## src/sv/qstc_pkg.sv

```systemverilog
// Shared constants and types of the smallest-three quaternion codec.
`timescale 1ns / 1ps
`default_nettype none

package qstc_pkg;

    localparam int NUM_STAGES  = 15;
    localparam int SQRT_STAGES = 8;
    localparam int SQRT_FIRST  = 6;
    localparam int COMP_W      = 16;
    localparam int WORD_W      = 32;
    localparam int IDX_W       = 2;
    localparam int NUM_COMP    = 4;
    localparam int DATA_W      = 96;

    localparam logic [COMP_W-1:0] HALF_RANGE = 16'd23170;
    localparam logic [31:0]       INV_RANGE  = 32'd3036999560;
    localparam logic [31:0]       RANGE_Q31  = 32'd3037001440;

    localparam logic CMD_COMPRESS   = 1'b0;
    localparam logic CMD_DECOMPRESS = 1'b1;

    typedef logic [COMP_W-1:0] t_comp;

    typedef struct packed {
        logic [31:0] x;
        logic [31:0] r;
    } t_sqrt_state;

    typedef struct packed {
        logic [IDX_W-1:0] idx;
        t_comp [2:0]      c;
    } t_dec_side;

endpackage

`default_nettype wire

```

## src/sv/qstc_flow.sv

```systemverilog
// Valid bits and per-stage load enables of the codec pipeline.
`timescale 1ns / 1ps
`default_nettype none

module qstc_flow (
    input  wire logic                           i_clk,
    input  wire logic                           i_rst_n,
    input  wire logic                           i_valid,
    output logic                                o_ready,
    output logic                                o_valid,
    input  wire logic                           i_ready,
    output logic [qstc_pkg::NUM_STAGES-1:0]     o_en
);
    import qstc_pkg::*;

    logic [NUM_STAGES-1:0] r_vld;
    logic [NUM_STAGES-1:0] n_vld;

    always_comb begin
        for (int k = 0; k < NUM_STAGES; k++) begin
            o_en[k] = i_ready || (((~r_vld) >> k) != '0);
        end
        n_vld[0] = o_en[0] ? i_valid : r_vld[0];
        for (int k = 1; k < NUM_STAGES; k++) begin
            n_vld[k] = o_en[k] ? r_vld[k-1] : r_vld[k];
        end
    end

    always_ff @(posedge i_clk) begin
        if (!i_rst_n) begin
            r_vld <= '0;
        end else begin
            r_vld <= n_vld;
        end
    end

    assign o_ready = o_en[0];
    assign o_valid = r_vld[NUM_STAGES-1];

endmodule

`default_nettype wire

```

## config.mk

```make
export PLATFORM = sky130hd
export DESIGN_NAME = qstc_flow
export DESIGN_NICKNAME = d
export VERILOG_FILES = /design/src/sv/qstc_pkg.sv /design/src/sv/qstc_flow.sv
export SDC_FILE = /design/constraint.sdc
export NUM_CORES = 1
export LEC_CHECK = 0
export BUFFER_PORTS_ARGS = -buffer_cell sky130_fd_sc_hd__buf_4
export CAP_MARGIN = 10
export CORE_MARGIN = 2
export CORE_UTILIZATION = 43
export DETAILED_ROUTE_END_ITERATION = 10
export PLACE_DENSITY = 0.71
export RECOVER_POWER = 25
export SYNTH_ARGS = -nofsm -noshare
export SYNTH_HDL_FRONTEND = slang
export SYNTH_SLANG_ARGS = --single-unit
export TNS_END_PERCENT = 50
```

## constraint.sdc

```tcl
create_clock -name i_clk -period 1.5 [get_ports i_clk]
set_input_delay 0.3 -clock i_clk [delete_from_list [all_inputs] [get_ports i_clk]]
set_output_delay 0.3 -clock i_clk [all_outputs]
set_load 0.05 [all_outputs]
```

# == Yosys cells after proc, flatten, opt, wreduce, memory -nomap -nowiden ==
# Cells that the tools add are included.
# op_classes
bitwise,1
n_reduce_logical,29
# ops
operator,n
$reduce_bool 15->1,14
$logic_or 1x1->1,15
$not 15->15,1
# word_totals
register_bits,15
elab_cells,45

# == Depth between registers and ports, before layout ==
# logic_depth
word_depth,3
mapped_depth,4
ltp_nobuf,4

# == Worst setup path after synthesis ==
# No wires, ideal clock.
# synth_timing
path_type,register -> output
start,register r_vld[14]
end,output port o_en[0] (netlist bit)
t_arrival_ns,1.848
required_time_ns,1.200
slack_ns,-0.648
path_stages_with_launch,4
path_cell_list,dfxtp_1 -> nand4b_1 -> or4_4 -> buf_4
# synth_via
elab_chain_cells,3
# synth_lines
item,line,rtl
start: declaration,qstc_flow.sv:16,logic [NUM_STAGES-1:0] r_vld;
start signal: assignment,qstc_flow.sv:33,r_vld <= n_vld;
$not 15->15,qstc_flow.sv:21,o_en[k] = i_ready || (((~r_vld) >> k) != '0);
$reduce_bool 15->1,qstc_flow.sv:21,
$logic_or 1x1->1,qstc_flow.sv:21,
end: declaration,qstc_flow.sv:12,output logic [qstc_pkg::NUM_STAGES-1:0] o_en
# No other way between the ends.

# == Final worst setup path ==
# layout_timing
start,register r_vld[13]
end,output port o_en[0] (netlist bit)
# Same word-level chain as after synthesis.

==> results_dict.tcl <==
set metrics [dict create \
    status "finished with violations" \
    violations "negative setup slack" \
    slew-limit-headroom_pct 84.91 \
    top_regs "r_vld x15" \
    drt_wl_total_mm 1.733 \
    routedWlPerCell_microns 12.84 \
    place_area_sq_um 996.0 \
    worst_pin_slew_ns 0.2256 \
    start_kind "register" \
    path_clk_slew_ns 0.09 \
    setup_ws_ns -0.3412 \
    ys_ff_latch 15 \
    maxSlewViolCount 0 \
    port-buffer-count 20 \
    required_ns 1.20 \
    hold_viol_final 0 \
    syn_avg_cell_area_sq_um 9.067 \
    rr_startpoint "r_vld[13]" \
    finalPower_w 0.0006537 \
    area_delta_synth_final_pct 69.18 \
    p_int_w 0.0005148 \
    setup_viol 15 \
    top_register "r_vld" \
    yosysTopAreaCell "dfxtp_1" \
    max_freq_ghz 0.5431 \
    finalCriticalPeriod_ns 1.841 \
    seq_area_frac_synth_pct 43.01 \
    coreArea_sq_mm 0.001506 \
    grt_max_degree 20 \
    regArea_sq_um 316.6 \
    die_w_microns 44.30 \
    drt_pass1_iterations 4 \
    regToRegSetupSlack_ns 0.07 \
    final_cell_area_sq_mm 0.001181 \
    drc_errors 0 \
    ir_drop_uv 611.5 \
    initial_core_util_pct 46.35 \
    clock_tree.buffer_depth 2 \
    endpoint_kind "primary output" \
    nNetsFinal 124 \
    antenna_cells 0 \
    holdPathStages 3 \
    gp_congestion 0.7735 \
    synthCells 77 \
    die-area_sq_mm 0.001962 \
    power_switching_share_pct 21.25 \
    drt_iter0_drc 16 \
    clk-insertion-delay-late_ns 0.28 \
    clock_skew_ns 0.003353 \
    pwr-share-seq_pct 61.8 \
    largest_register_ffs 15 \
    die_h_microns 44.30 \
    htreeDepth 1 \
    rows 14 \
    io_pins 21 \
    cts_sinks 15 \
    cts_tree "done" \
    clockRootBuffer "clkbuf_4" \
    power_frac_comb_pct 3.5 \
    final_layout_size_suffix_gt1_share_pct 63.87 \
    multi_input_area_sq_um 395.4 \
    rsz0062_at_grt "yes" \
    grt_overflow 0 \
    grt_use_total_pct 19.48 \
    final_core_util_pct 78.41 \
    fin_crit_sh_pct 122.7 \
    min_to "r_vld[0]" \
    ant_nets 0 \
    power_density_mw_per_mm2 553.5 \
    vias 699 \
    path_class "reg -> out" \
    cts_buffers 3 \
    grt_first_pass_wirelength_mm 2.766 \
    power_frac_clock_pct 34.7 \
    finalSetupTns_ns -3.582 \
    vias_per_cell 5.178 \
    min-delay-path-class "in -> reg" \
    ys_types 29 \
    hold_buffers 0 \
    synth_nets 81 \
    synth_top_area_share_pct 43.01 \
    synth_warnings 0 \
    nFillCells 110 \
    critical_path.max_fanout 4 \
    worst-r2r-cell-count 7 \
    whs_ns 0.2689 \
    antenna_found_initial 0 \
    grt_pass1_vias 661 \
    synthesis.area_sq_um 698.2 \
    r2r-end "r_vld[2]" \
    maxCapViolCount 0 \
    hp-start "i_valid" \
    hpwl_mm 1.166 \
    p_leak_nw 0.5458 \
    yosys-top-cells-area "dfxtp_1, nand2_1, o21a_1" \
    p_sw_w 0.0001389 \
    worstPathArrival_ns 1.54 \
]
worst max-delay path by stage:
stage / slack, ns / from / depth (start not counted) / to
final: -0.34 / r_vld[13] / 4 / o_en[0]
after global placement: -0.22 / i_ready / 6 / o_en[1]
after floorplan: -0.23 / r_vld[14] / 3 / o_en[0]
after global routing: -0.39 / r_vld[13] / 4 / o_en[0]
after detailed placement: -0.22 / i_ready / 6 / o_en[1]
after CTS: -0.35 / r_vld[9] / 3 / o_en[0]
cell usage in the layout, fill, tap and decap left out, types with 2 or more instances in the layout:
cell type,synthesis,routed
buf_4,2,25
buf_6,1,11
o21a_1,6,6
clkbuf_4,0,4
nand2_4,0,2
o21ai_0,4,4
nand2_1,13,9
nand4_4,2,2
inv_1,8,4
nor3_4,1,2
dfxtp_1,15,4
nand2_2,0,2
buf_8,0,4
dfxtp_2,0,10
clkbuf_1,1,2
nand4_1,4,4
inv_2,1,3
cell families (layout without fill, tap and decap cells):
| group | Yosys count | after routing | synth area share (%) |
|---|---|---|---|
| compound gates | 15 | 15 | 15.41 |
| buf+inv | 13 | 55 | 9.138 |
| flops | 15 | 15 | 43.01 |
| simple gates | 34 | 34 | 32.44 |
layer usage:
layer  track usage [%]  vias up  routed length, microns
met5                 0        -                       0
met4             7.273        0                      14
met3             2.857        2                      56
met2             38.24       15                    1005
met1             20.45      328                     656
li1                  -      354                       -
power groups by stage:
stage	clock network [W]	registers (W)	logic, W
after floorplan	0	0.000412	0.0000148
after global placement	0	0.000413	0.0000222
after detailed placement	0	0.000413	0.0000224
after CTS	0.000231	0.000404	0.0000227
after global routing	0.000251	0.000404	0.0000245
final	0.000227	0.000404	0.0000228
critical path, cell delays in order, from the launching register on:
cell	delay (ns)
dfxtp_2	0.36
nand4b_1	0.12
buf_6	0.16
or4_4	0.45
buf_6	0.18
Yosys cell counts, drive strengths merged:
master and number:
o21a 6, nand4 6, inv 9, and3 1, a21boi 2, and3b 1, o31ai 1, nand4b 1
dfxtp 15, nand3 2, a41o 1, a21oi 1, nand2b 1, nor2b 1, o21ai 4, nor3 2
and4 1, or4 1, nor2 2, clkbuf 1, buf 3, nand2 13, nor4b 1, and2 1
area by class of cell:
type | count | share of cell area [%]
Timing Repair Buffer | 42 | 32.42
Sequential cell | 15 | 26.80
Inverter | 9 | 3.390
Multi-Input combinational cell | 49 | 33.47
Clock buffer | 4 | 2.225
Tap cell | 16 | 1.695
timing repair:
item / in CTS / in global routing
buffers inserted: 5 / 1
gates resized for setup: 30 / 6
pin swaps: 3 / 3
endpoints found under the setup margin: 15 / 16
per-stage QoR:
stage	worst slack, ns	cells
6_report	-0.3412	135
5_1_grt	-0.3874	135
4_1_cts	-0.3537	134
3_5_place_dp	-0.2234	125
3_3_place_gp	-0.2153	125
2_1_floorplan	-0.2345	77
Note: power is estimated with default switching activity, not from simulation.
