==> config.mk <==
export PLATFORM = sky130hd
export DESIGN_NAME = qstc_compress
export DESIGN_NICKNAME = d
export VERILOG_FILES = /design/src/sv/qstc_pkg.sv /design/src/sv/qstc_compress.sv
export SDC_FILE = /design/constraint.sdc
export NUM_CORES = 2
export LEC_CHECK = 0
export ABC_AREA = 1
export BUFFER_PORTS_ARGS = -buffer_cell sky130_fd_sc_hd__buf_2
export CORE_MARGIN = 1.5
export CORE_UTILIZATION = 30
export CTS_CLUSTER_SIZE = 14
export DETAILED_ROUTE_END_ITERATION = 12
export PLACE_DENSITY = 0.55
export SYNTH_ARGS = -nofsm -noshare
export SYNTH_HDL_FRONTEND = slang
export SYNTH_SLANG_ARGS = --single-unit
==> constraint.sdc <==
create_clock -name i_clk -period 5.9 [get_ports i_clk]
set_input_delay 0.295 -clock i_clk [delete_from_list [all_inputs] [get_ports i_clk]]
set_output_delay 0.295 -clock i_clk [all_outputs]
set_load 0.1 [all_outputs]
==> src/sv/qstc_pkg.sv <==
// Shared constants and types of the smallest-three quaternion codec.
`timescale 1ns / 1ps
`default_nettype none

package qstc_pkg;

    localparam int NUM_STAGES  = 15;
    localparam int SQRT_STAGES = 8;
    localparam int SQRT_FIRST  = 6;
    localparam int COMP_W      = 16;
    localparam int WORD_W      = 32;
    localparam int IDX_W       = 2;
    localparam int NUM_COMP    = 4;
    localparam int DATA_W      = 96;

    localparam logic [COMP_W-1:0] HALF_RANGE = 16'd23170;
    localparam logic [31:0]       INV_RANGE  = 32'd3036999560;
    localparam logic [31:0]       RANGE_Q31  = 32'd3037001440;

    localparam logic CMD_COMPRESS   = 1'b0;
    localparam logic CMD_DECOMPRESS = 1'b1;

    typedef logic [COMP_W-1:0] t_comp;

    typedef struct packed {
        logic [31:0] x;
        logic [31:0] r;
    } t_sqrt_state;

    typedef struct packed {
        logic [IDX_W-1:0] idx;
        t_comp [2:0]      c;
    } t_dec_side;

endpackage

`default_nettype wire

==> src/sv/qstc_compress.sv <==
// Compress datapath: largest-magnitude search, quantizers and packing.
`timescale 1ns / 1ps
`default_nettype none

module qstc_compress #(
    parameter int FIELD_BITS = 10
) (
    input  wire logic                                       i_clk,
    input  wire logic [qstc_pkg::NUM_STAGES-1:0]            i_en,
    input  wire logic [qstc_pkg::NUM_COMP-1:0][qstc_pkg::COMP_W-1:0] i_comp,
    output logic [qstc_pkg::WORD_W-1:0]                     o_word
);
    import qstc_pkg::*;

    localparam int F   = FIELD_BITS;
    localparam int M   = (1 << FIELD_BITS) - 1;
    localparam int TMW = COMP_W + FIELD_BITS;
    localparam int PW  = TMW + 32;
    localparam int QW  = PW + 1 - 47;
    localparam int DLY = NUM_STAGES - 5;

    logic [3:0][16:0]     r_c1_val, n_c1_val;
    logic [3:0][16:0]     r_c1_abs, n_c1_abs;
    logic [2:0][17:0]     r_c2_t, n_c2_t;
    logic [IDX_W-1:0]     r_c2_idx, n_c2_idx;
    logic [2:0][TMW-1:0]  r_c3_tm, n_c3_tm;
    logic [IDX_W-1:0]     r_c3_idx;
    logic [2:0][PW-1:0]   r_c4_p, n_c4_p;
    logic [IDX_W-1:0]     r_c4_idx;
    logic [WORD_W-1:0]    r_c5_word, n_c5_word;
    logic [WORD_W-1:0]    r_dly [DLY];

    always_comb begin
        for (int i = 0; i < NUM_COMP; i++) begin
            n_c1_val[i] = {i_comp[i][COMP_W-1], i_comp[i]};
            n_c1_abs[i] = i_comp[i][COMP_W-1] ? (17'd0 - n_c1_val[i]) : n_c1_val[i];
        end
    end

    always_comb begin
        logic [16:0]      best;
        logic             neg;
        logic [IDX_W-1:0] sel;
        logic [16:0]      v;
        best     = '0;
        n_c2_idx = '0;
        neg      = 1'b0;
        for (int i = 0; i < NUM_COMP; i++) begin
            if (r_c1_abs[i] > best) begin
                best     = r_c1_abs[i];
                n_c2_idx = IDX_W'(i);
                neg      = r_c1_val[i][16];
            end
        end
        for (int j = 0; j < 3; j++) begin
            sel       = (IDX_W'(j) < n_c2_idx) ? IDX_W'(j) : IDX_W'(j + 1);
            v         = neg ? (17'd0 - r_c1_val[sel]) : r_c1_val[sel];
            n_c2_t[j] = {v[16], v} + 18'(HALF_RANGE);
        end
    end

    always_comb begin
        logic [COMP_W-1:0] tc;
        for (int j = 0; j < 3; j++) begin
            tc         = r_c2_t[j][17] ? '0 : r_c2_t[j][COMP_W-1:0];
            n_c3_tm[j] = TMW'(tc) * TMW'(M);
        end
    end

    always_comb begin
        for (int j = 0; j < 3; j++) begin
            n_c4_p[j] = PW'(r_c3_tm[j]) * PW'(INV_RANGE);
        end
    end

    always_comb begin
        logic [PW:0]   sum;
        logic [QW-1:0] q;
        n_c5_word = '0;
        n_c5_word[WORD_W-1 -: IDX_W] = r_c4_idx;
        for (int j = 0; j < 3; j++) begin
            sum = (PW + 1)'(r_c4_p[j]) + ((PW + 1)'(1) << 46);
            q   = sum[PW:47];
            n_c5_word[j*F +: F] = (q > QW'(M)) ? F'(M) : q[F-1:0];
        end
    end

    always_ff @(posedge i_clk) begin
        if (i_en[0]) begin
            r_c1_val <= n_c1_val;
            r_c1_abs <= n_c1_abs;
        end
        if (i_en[1]) begin
            r_c2_t   <= n_c2_t;
            r_c2_idx <= n_c2_idx;
        end
        if (i_en[2]) begin
            r_c3_tm  <= n_c3_tm;
            r_c3_idx <= r_c2_idx;
        end
        if (i_en[3]) begin
            r_c4_p   <= n_c4_p;
            r_c4_idx <= r_c3_idx;
        end
        if (i_en[4]) begin
            r_c5_word <= n_c5_word;
        end
        if (i_en[5]) begin
            r_dly[0] <= r_c5_word;
        end
        for (int k = 1; k < DLY; k++) begin
            if (i_en[5 + k]) begin
                r_dly[k] <= r_dly[k-1];
            end
        end
    end

    assign o_word = r_dly[DLY-1];

endmodule

`default_nettype wire

-- Word-level counts from Yosys, hierarchy flattened
Memory sizes are Yosys's and may differ from the RTL's.
Index checks and enable logic that the tools add are counted.
- magnitude comparators: 13
- bitwise gates (word level): 0
- multipliers: 6
- mux-type cells: 49
- divide/modulo/power cells: 0
- reduce and logical (&&, ||, !) cells: 0
- equal/unequal tests: 0
- shifts and indexed selects: 0
- add/subtract/negate cells: 13
- operators with widths (operator ; number):
    $add 58x47->59 const B ; 3
    $mul 26x29->55 const B ; 3
    $mux 17 ; 9
    $bmux 17 s2 ; 3
    $mul 16x10->26 const B ; 3
    $sub 1x16->17 const A ; 4
    $mux 15 ; 4
    $add 17x16->18 const B ; 3
    $gt 17x17->1 ; 3
    $sub 1x17->17 const A ; 3
    $mux 16 ; 3
    $gt 12x10->1 const B ; 3
    $mux 1 ; 27
    $gt 17x1->1 const B ; 1
    $lt 2x3->1 const B ; 2
    $mux 2 ; 3
    $lt 1x2->1 const A ; 2
    $lt 1x3->1 const B ; 1
    $lt 2x2->1 const A ; 1
- word-level logic and storage cells: 110
- bits in registers: 467
- ROM bits: 0
- input port bits: 80
- bits in latches: 0
- memories kept: 1
- RAM bits: 320
- output and inout bits: 32
- memory list (memory ; words ; width ; read ports ; clocked after Yosys merged registers in ; write ports ; RTL line ; source):
    r_dly ; 10 ; 32 ; 10 ; 0 ; 10 ; qstc_compress.sv:31 ; logic [WORD_W-1:0] r_dly [DLY];

-- Logic depth before layout (Yosys ltp)
- depth in word-level cells: 15
- gate-level depth with buffers: 60
- gate-level depth less buffers: 54

-- Worst setup path before layout
OpenSTA, ideal clock, no wires.
- kind: flip-flop to flip-flop
- from: register r_c1_abs[29] in the netlist's numbering
- to: register r_c2_t[29] in the netlist's numbering (data pin)
- cell stages (with the launch flop): 51
- library setup time: 0.257 ns
- arrival: 6.156 ns
- period minus slack after synthesis: 6.413 ns
- path slack: -0.513 ns
- path buffers: 6
- cell sequence: edfxtp_1 -> ha_1 -> nand2_1 -> inv_1 -> nand2_1 -> nand2_1 -> nand2_1 -> nand2_1 -> nor2_1 -> nand2_1 -> nand2_1 -> clkbuf_1 -> buf_1 -> nand2_1 -> o21ai_0 -> ha_1 -> nand2_1 -> inv_1 -> [15 not listed] -> nand2_2 -> buf_6 -> buf_12 -> nand2_2 -> o21ai_2 -> ha_1 -> o21ai_0 -> nand2_1 -> inv_1 -> ha_1 -> nand3_1 -> nor2_2 -> nand3_2 -> nand2_2 -> nand2_1 -> nand2_1 -> nand2_1 -> xor2_1
- RTL lines (element ; RTL line ; source):
    start, declared ; qstc_compress.sv:23 ; logic [3:0][16:0] r_c1_abs, n_c1_abs;
    start signal, assigned ; qstc_compress.sv:91 ; r_c1_abs <= n_c1_abs;
    end signal, assigned ; qstc_compress.sv:94 ; r_c2_t <= n_c2_t;
    end, declared ; qstc_compress.sv:24 ; logic [2:0][17:0] r_c2_t, n_c2_t;

==> reports/qor.txt <==
# rows -> 180
Synth top area share -> 28.00%
Area overhead of the layout relative to synthesis -> 25.76%
Root Driver -> clkbuf_16
Seq/Total Area, Yosys -> 26.94%
Post-Syn Area -> 72570 sq um
Gpl congestion -> 0.9266
Top area cells in the synthesized netlist -> fa_1 28%, edfxtp_1 27%, ha_1 19%
Final Hold Vio Count -> 0
CTS tree -> done
Worst-Margin Slew -> 0.9858 ns
I/O pins -> 112
Worst hold margin -> 0.2036 ns
Ratio of cells with drive above 1 in the final layout -> 23.74%
DR vias/cell -> 4.391
#FFs+latches synth -> 651
CP Data Required Time -> 6.34 ns
Gr ovfl total -> 0
Nets -> 10320
CP max FO -> 7
Starting Density -> 30.17%
Setup TNS Final -> -10.17 ns
WS Path Type -> reg2reg
Multi-input logic area -> 49550 sq um
Vias in the first global route -> 53790
Synth Flop Type -> edfxtp_1
Fillcell total -> 23600
Number of enable flip-flop cells after synthesis -> 651
Drc violations -> 0
Die height -> 494.8 microns
CP max stage cell -> edfxtp_1
Routed len/inst -> 15.98 microns
Max-slew headroom -> 34.28%
Dominant cell type by area after synthesis -> fa_1
Max Clock Freq -> 161.0 MHz
Total number of vias -> 49960
GRT Util Overall -> 14.75%
Syn Inst Count -> 6973
Clk sink count -> 651
RSZ-0062 raised after global routing -> true
Routed Wire Length -> 181900 microns
First-pass GRT wire length -> 285700 microns
DRC marker count from the first detailed-route iteration -> 2015
H-tree levels -> 3
Critical Path Most Common Cell -> nand2_2
Most instantiated library cell after synthesis -> inv_1
Syn Area/Cell -> 10.41 sq um
Initial antenna violation count -> 3
Final worst path period share -> 105.3%
Min Tclk post-route -> 6.212 ns
Final ANT Viol Nets -> 0
Max-cap violations -> 0
Worst Setup End Kind -> flip-flop
Post-synth top cells -> 1821 x inv_1, 1086 x ha_1, 1015 x fa_1
Final core utilization -> 37.94%
Synthesis warning total -> 0
Bufs on Longest Clock Path -> 3
Post-synthesis cell type count -> 63
Setup crit start kind -> flip-flop
Crit-path max cell delay -> 0.38 ns
Post-synthesis async set-or-reset flop share -> 0%
Largest net degree at the start of global routing -> 68
Worst slack, placed -> -0.7287 ns
Critical path arrival -> 6.65 ns
Reg clk slew, reported paths -> 0.06 ns
Final Skew -> 0.03648 ns
Worst-skew pair later-pin latency -> 0.69 ns
1st-pass router iterations -> 7
Cts bufs inserted -> 72
Outcome -> finished with violations
CORE AREA -> 240500 sq um
DIE AREA -> 244900 sq um
Failing checks -> setup timing
ANT cells -> 0
Final max-slew violation count -> 0
Hold WC Path Type -> in2reg
Port Buffers -> 111
Sequential cell area -> 19550 sq um
Die Width -> 494.8 microns
Worst setup margin -> -0.3120 ns
Post-DP HPWL -> 156800 microns
Finish-stage setup viols -> 68
==> flip-flops by register name (all words and copies together) (netlist names) <==
signal,cells
r_c1_val,64
r_c4_p,36
r_c3_tm,78
r_dly,320
r_c4_idx,2
r_c3_idx,2
r_c1_abs,64
r_c2_t,51
r_c5_word,32
r_c2_idx,2
==> cell families (layout without fill, tap and decap cells) <==
family / after synthesis / in the layout / synth area share (%)
XOR/XNOR: 222 / 222 / 2.710
flip-flops: 651 / 651 / 26.94
other: 1 / 4 / 0.005167
AND/OR/NAND/NOR: 1451 / 1452 / 8.575
multiplexers: 1 / 1 / 0.01379
AO/OA/AOI/OAI: 667 / 667 / 5.183
adder cells (fa/ha/maj): 2101 / 2101 / 46.72
buffers and inverters: 1879 / 3095 / 9.855
==> critical path: cells and delay by family, from the launching register on <==
family | cells | cell delay [ns]
AOI/OAI and AO/OA | 4 | 0.45
adders and majority gates | 4 | 1.01
buffers and inverters | 9 | 1.20
DFF | 1 | 0.38
and+or+nand+nor | 28 | 2.91
==> worst paths after layout <==
path / startpoint / end / slack, ns / cells after the start
worst min-delay path: i_en[14] / r_dly[9][21] / 0.20 / 1
worst max register to register: r_c1_abs[6] / r_c2_t[51] / -0.31 / 45
worst max-delay path: r_c1_abs[6] / r_c2_t[51] / -0.31 / 45
worst min register to register: r_dly[1][12] / r_dly[2][12] / 0.41 / 0
==> stage by stage <==
| stage | area [sq um] | std cells |
|---|---|---|
| after floorplan | 72640 | 6976 |
| final | 91270 | 11380 |
| after detailed placement | 83220 | 11070 |
| after CTS | 88230 | 11310 |
| after global routing | 91270 | 11380 |
| after global placement | 83220 | 11070 |
==> area by class of cell <==
| cell class | count | area share (%) |
|---|---|---|
| timing repair buffer | 1119 | 9.736 |
| tap | 3185 | 4.366 |
| sequential | 651 | 21.42 |
| clock inverter | 41 | 0.5168 |
| clock buffer | 89 | 2.067 |
| multi-input combinational | 4447 | 54.29 |
| inverter | 1846 | 7.606 |
==> cells in the final DEF (no fill, tap or decap), types with 15 or more instances in the layout <==
| cell | netlist | layout |
|---|---|---|
| a21o_1 | 15 | 15 |
| a21oi_1 | 269 | 199 |
| a21oi_2 | 2 | 57 |
| a21oi_4 | 0 | 15 |
| a31oi_1 | 36 | 27 |
| buf_2 | 6 | 109 |
| buf_4 | 4 | 856 |
| buf_6 | 8 | 60 |
| clkbuf_1 | 12 | 16 |
| clkbuf_16 | 0 | 81 |
| clkinv_1 | 6 | 17 |
| dlygate4sd3_1 | 0 | 65 |
| edfxtp_1 | 651 | 651 |
| fa_1 | 1015 | 946 |
| fa_2 | 0 | 69 |
| ha_1 | 1086 | 989 |
| ha_4 | 0 | 83 |
| inv_1 | 1821 | 1755 |
| inv_2 | 19 | 83 |
| nand2_1 | 739 | 619 |
| nand2_2 | 28 | 117 |
| nand2_4 | 2 | 32 |
| nand3_1 | 120 | 93 |
| nand3_2 | 11 | 29 |
| nand3b_1 | 16 | 16 |
| nand4_1 | 48 | 48 |
| nor2_1 | 368 | 279 |
| nor2_2 | 15 | 63 |
| nor2_4 | 4 | 45 |
| nor3_1 | 57 | 41 |
| nor4_1 | 23 | 15 |
| o211ai_1 | 15 | 15 |
| o21ai_0 | 209 | 116 |
| o21ai_1 | 23 | 59 |
| o21ai_2 | 22 | 60 |
| o21ai_4 | 0 | 19 |
| o21bai_1 | 21 | 19 |
| xnor2_1 | 60 | 57 |
| xor2_1 | 159 | 150 |
==> layer usage <==
metal | vias to the layer above | global-route usage [%] | part of all wire, %
met2 | 731 | 25.91 | 49
met1 | 24650 | 19.61 | 46
met4 | 0 | 2.637 | 1.6
met5 | - | 0 | 0
li1 | 24410 | - | -
met3 | 173 | 1.683 | 3.0
==> what timing repair did <==
| action | in CTS | in global routing |
|---|---|---|
| endpoints found under the hold margin | 125 | 0 |
| setup buffers | 47 | 65 |
| gates cloned | 3 | 10 |
| hold buffers | 65 | 0 |
| gates resized for setup | 405 | 582 |
| pin swaps | 153 | 281 |
| endpoints found under the setup margin | 77 | 97 |
Power is not shown: default switching activity piles up to over one toggle a cycle in this logic, so the estimate is an artifact.
